<file path="config.mk">
export PLATFORM = sky130hd
export DESIGN_NAME = scs_front
export DESIGN_NICKNAME = d
export VERILOG_FILES = /design/src/rtl/scs_pkg.sv /design/src/rtl/scs_front.sv
export SDC_FILE = /design/constraint.sdc
export NUM_CORES = 2
export LEC_CHECK = 0
export BUFFER_PORTS_ARGS = -buffer_cell sky130_fd_sc_hd__buf_2
export CORE_ASPECT_RATIO = 0.7
export CORE_UTILIZATION = 60
export DETAILED_ROUTE_END_ITERATION = 8
export PLACE_DENSITY = 0.78
export SYNTH_ARGS = -nofsm -noshare
export SYNTH_HDL_FRONTEND = slang
export SYNTH_SLANG_ARGS = --single-unit
</file>
<file path="constraint.sdc">
create_clock -name i_clk -period 13.51 [get_ports i_clk]
set_clock_uncertainty 0.05 [all_clocks]
set_input_delay 0 -clock i_clk [delete_from_list [all_inputs] [get_ports i_clk]]
set_output_delay 0 -clock i_clk [all_outputs]
set_load 0.005 [all_outputs]
</file>
<file path="src/rtl/scs_pkg.sv">
package scs_pkg;

    localparam int ANGLE_W = 42;
    localparam int SERIES_FRAC = 58;
    localparam int TERM_W = 64;

    localparam logic signed [ANGLE_W-1:0] PI_Q32 = 42'sd13493037705;
    localparam logic signed [ANGLE_W-1:0] TWO_PI_Q32 = 42'sd26986075409;
    localparam logic signed [ANGLE_W-1:0] HALF_PI_Q32 = 42'sd6746518852;
    localparam logic signed [ANGLE_W-1:0] REDUCE_BIAS = TWO_PI_Q32 - PI_Q32 - 42'sd1;

    localparam logic [3:0] TERM_COUNT_RESET = 4'd7;

    typedef struct packed {
        logic              neg;
        logic [TERM_W-1:0] x2;
        logic [TERM_W-1:0] sum;
    } t_carry;

endpackage

</file>
<file path="src/rtl/scs_front.sv">
module scs_front (
    input  logic                  i_clk,
    input  logic                  i_rst_n,
    input  logic                  i_en,
    input  logic                  i_valid,
    input  logic                  i_kind,
    input  logic signed [31:0]    i_angle,
    output logic                  o_valid,
    output logic [63:0]           o_term,
    output scs_pkg::t_carry       o_carry
);

    localparam int STAGES = 10;
    localparam int STEPS = 5;
    localparam int ZW = scs_pkg::ANGLE_W - 1;
    localparam logic [ZW-1:0] TWO_PI_Z = ZW'(scs_pkg::TWO_PI_Q32);

    logic [STAGES-1:0]                  r_vld;
    logic signed [scs_pkg::ANGLE_W-1:0] r_x;
    logic signed [scs_pkg::ANGLE_W-1:0] n_ax;
    logic signed [scs_pkg::ANGLE_W-1:0] n_x;
    logic signed [scs_pkg::ANGLE_W-1:0] n_z;
    logic                               r_s [0:STEPS];
    logic [ZW-1:0]                      r_z [0:STEPS];
    logic signed [scs_pkg::ANGLE_W-1:0] n_y;
    logic signed [scs_pkg::ANGLE_W-1:0] r_y;
    logic                               r_ys;
    logic                               r_neg;
    logic [33:0]                        r_mag;
    logic                               r_out_neg;
    logic [33:0]                        r_out_mag;
    logic [67:0]                        n_sq;
    logic [63:0]                        r_x2;

    always_comb begin
        n_ax = $signed({{2{i_angle[31]}}, i_angle, 8'd0});
        n_x  = i_kind ? scs_pkg::HALF_PI_Q32 - n_ax : n_ax;
        n_z  = r_x[scs_pkg::ANGLE_W-1] ? scs_pkg::REDUCE_BIAS - r_x
                                       : r_x + scs_pkg::REDUCE_BIAS;
        n_y  = $signed({1'b0, r_z[STEPS]}) - scs_pkg::REDUCE_BIAS;
        n_sq = 68'(r_mag) * 68'(r_mag) + 68'd32;
    end

    always_ff @(posedge i_clk) begin
        if (!i_rst_n) begin
            r_vld <= '0;
        end else if (i_en) begin
            r_vld <= {r_vld[STAGES-2:0], i_valid};
        end
    end

    always_ff @(posedge i_clk) begin
        if (i_en) begin
            r_x    <= n_x;
            r_s[0] <= r_x[scs_pkg::ANGLE_W-1];
            r_z[0] <= n_z[ZW-1:0];
            for (int j = 1; j <= STEPS; j++) begin
                r_s[j] <= r_s[j-1];
                r_z[j] <= (r_z[j-1] >= (TWO_PI_Z << (STEPS - j)))
                          ? r_z[j-1] - (TWO_PI_Z << (STEPS - j)) : r_z[j-1];
            end
            r_y       <= n_y;
            r_ys      <= r_s[STEPS];
            r_neg     <= r_ys ? (!r_y[scs_pkg::ANGLE_W-1] && (r_y != '0))
                              : r_y[scs_pkg::ANGLE_W-1];
            r_mag     <= r_y[scs_pkg::ANGLE_W-1] ? 34'(-r_y) : 34'(r_y);
            r_out_neg <= r_neg;
            r_out_mag <= r_mag;
            r_x2      <= 64'(n_sq[67:6]);
        end
    end

    always_comb begin
        o_valid       = r_vld[STAGES-1];
        o_term        = {4'd0, r_out_mag, 26'd0};
        o_carry.neg   = r_out_neg;
        o_carry.x2    = r_x2;
        o_carry.sum   = {4'd0, r_out_mag, 26'd0};
    end

endmodule

</file>
==> flow_metrics.env <==
export IMPL_cts_sinks=459
export IMPL_cts_setup_buffers=0
export IMPL_antenna_found_initial=4
export IMPL_ant_nets=0
export IMPL_drv_slew=0
export IMPL_slowest_delay_ns=1.00
export IMPL_ios=231
export IMPL_row_count=92
export IMPL_reg2regPathDepth=27
export IMPL_final_cell_mix="inv_1, fa_1, nand2_1, edfxtp_1, ha_1"
export IMPL_hold_start="i_angle[1]"
export IMPL_period_minus_slack_ns=10.06
export IMPL_synth_avg_cell_area_um2=10.2
export IMPL_io_buffers=168
export IMPL_cp_common_cell="fa_1"
export IMPL_syn2layout_area_growth_pct=6.96
export IMPL_core_um2=90700
export IMPL_die_h_um=256
export IMPL_cts_resized=0
export IMPL_cts_buffers=49
export IMPL_detailroute_via_count=38400
export IMPL_rsz0062_at_grt="no"
export IMPL_setup_tns_final_ns=0
export IMPL_ys_seq_area_share_pct=24.7
export IMPL_gr_usage_all_layers_pct=31.1
export IMPL_cts_root_buffer="clkbuf_16"
export IMPL_r2r_end="r_x2[55]"
export IMPL_yosys_warnings=0
export IMPL_vias_per_cell=5.63
export IMPL_synth_adder_area_share_pct=41.1
export IMPL_fin_util_pct=65.3
export IMPL_final_nets=6851
export IMPL_max_cap_viol_count=0
export IMPL_overflow=0
export IMPL_syn_cell_area_um2=55400
export IMPL_yosys_mux_area_fraction_pct=0.355
export IMPL_wl_per_cell_um=20.6
export IMPL_dpl_hpwl_mm=108
export IMPL_cp_top_family="adder cells"
export IMPL_path_clk_slew_ns=0.06
export IMPL_cp_required_ns=13.83
export IMPL_synth_seq_cells=459
export IMPL_critPathMaxFanout=28
export IMPL_worstMarginPinSlew_ns=1.19
export IMPL_synth_enable_flop_cells=449
export IMPL_cts_tree="built"
export IMPL_route_detailed_drc=0
export IMPL_synth_flop_cell="edfxtp_1"
export IMPL_endpoint_kind="flip-flop"
export IMPL_start_util_pct=61.1
export IMPL_status="completed"
export IMPL_gp_congestion=0.992
export IMPL_synth_cells=5426
export IMPL_r2r_start="r_mag[18]"
export IMPL_startpoint="r_mag[18]"
export IMPL_r2r_setup_slack_ns=3.45
export IMPL_worstSkewPairLatency_ns=0.64
export IMPL_synth_xor_area_share_pct=5.94
export IMPL_die_w_um=365
export IMPL_setup_ws_ns=3.45
export IMPL_final_hold_viol_count=0
export IMPL_layout_commonest_cell="inv_1"
export IMPL_cp_start_kind="flip-flop"
export IMPL_worstHoldPathType="in -> reg"
export IMPL_yosysUniqueCellTypes=86
export IMPL_synth_top_family_by_area="adder cells"
export IMPL_drt_initial_drc_count=4119
export IMPL_final_layout_size_suffix_gt1_share_pct=5.94
export IMPL_setup_viol=0
export IMPL_crit_arrival_ns=10.38
export IMPL_totalWireLength_mm=141
export IMPL_path_buf_inv=8
export IMPL_async_reset_ff_share_pct=0
export IMPL_fin_crit_sh_pct=74.5
export IMPL_clock_path_buffers=3
export IMPL_synthSimpleGateAreaFrac_pct=10.8
export IMPL_hold_depth=2
export IMPL_die_area_um2=93600
export IMPL_grt_pass1_wl_mm=224
export IMPL_first_pass_iters=6
export IMPL_htreeDepth=2
export IMPL_hold_end="r_x[9]"
export IMPL_grt_pass1_vias=39800
export IMPL_grt_max_degree=130
export IMPL_critPathSlowestCell="a211oi_1"
export IMPL_max_freq_ghz=0.0994
export IMPL_pre_cts_slack_ns=3.95
export IMPL_slew_headroom_pct=20.1
export IMPL_synth_compound_area_share_pct=6.10
export IMPL_timing_hold_ws_ns=0.111
export IMPL_critPathKind="reg -> reg"
==> cells by family after synthesis <==
kind of cell               Yosys count
AOI/OAI and AO/OA                  527
DFF                                459
buffers and inverters             1530
and+or+nand+nor                   1255
other                                1
muxes                               19
adders and majority gates         1259
xor gates and xnor gates           376
==> flip-flops by register name (all words and copies together), names as in the netlist <==
register   flops
r_out_neg      1
r_mag         34
r_ys           1
r_y           42
r_s            6
r_x           34
r_z          234
r_out_mag     34
r_vld         10
r_neg          1
r_x2          62
==> per-stage QoR <==
stage	instances	instance area [µm²]
2_1_floorplan	5487	55600
3_3_place_gp	6662	57000
3_5_place_dp	6662	57000
4_1_cts	6814	59200
5_1_grt	6814	59200
6_report	6816	59300
==> per-layer routing <==
layer / wire length (µm) / global-route usage (%)
met5: 0 / 0
met3: 18200 / 9.81
met1: 59500 / 46.4
met2: 59400 / 44.7
met4: 3540 / 7.02
==> synth_stat cells (all sizes together), types with 127 or more instances <==
| master | n | area [µm²] |
|---|---|---|
| o21ai | 127 | 636 |
| and2 | 214 | 1340 |
| a21oi | 162 | 815 |
| edfxtp | 449 | 13500 |
| clkbuf | 153 | 574 |
| xor2 | 127 | 1110 |
| inv | 1263 | 4740 |
| nand2 | 516 | 1940 |
| ha | 328 | 4100 |
| fa | 931 | 18600 |
| nor2 | 230 | 863 |
| xnor2 | 249 | 2180 |
==> area by class of cell <==
cell class	instances	area [µm²]
multi-input cells	3498	35800
fillers	7027	31500
flip-flops and latches	459	13700
inverters	1267	4760
repair buffers	280	1850
well taps	1222	1530
clock buffers	64	1280
clock inverters	24	318
diodes	2	5.00
==> repair_timing <==
action                                  in CTS  in global routing
endpoints found under the setup margin       0                  0
hold buffers                                64                  0
hold endpoints to repair                    53                  0
==> worst max path at each step <==
stage / to / cells past startpoint
after floorplan: r_x2[61] / 26
final: r_x2[55] / 27
after CTS: r_x2[55] / 27
after global routing: r_x2[55] / 27
after global placement: r_x2[61] / 24
after detailed placement: r_x2[55] / 27
Power is not shown: default switching activity piles up to over one toggle a cycle in this logic, so the estimate is an artifact.
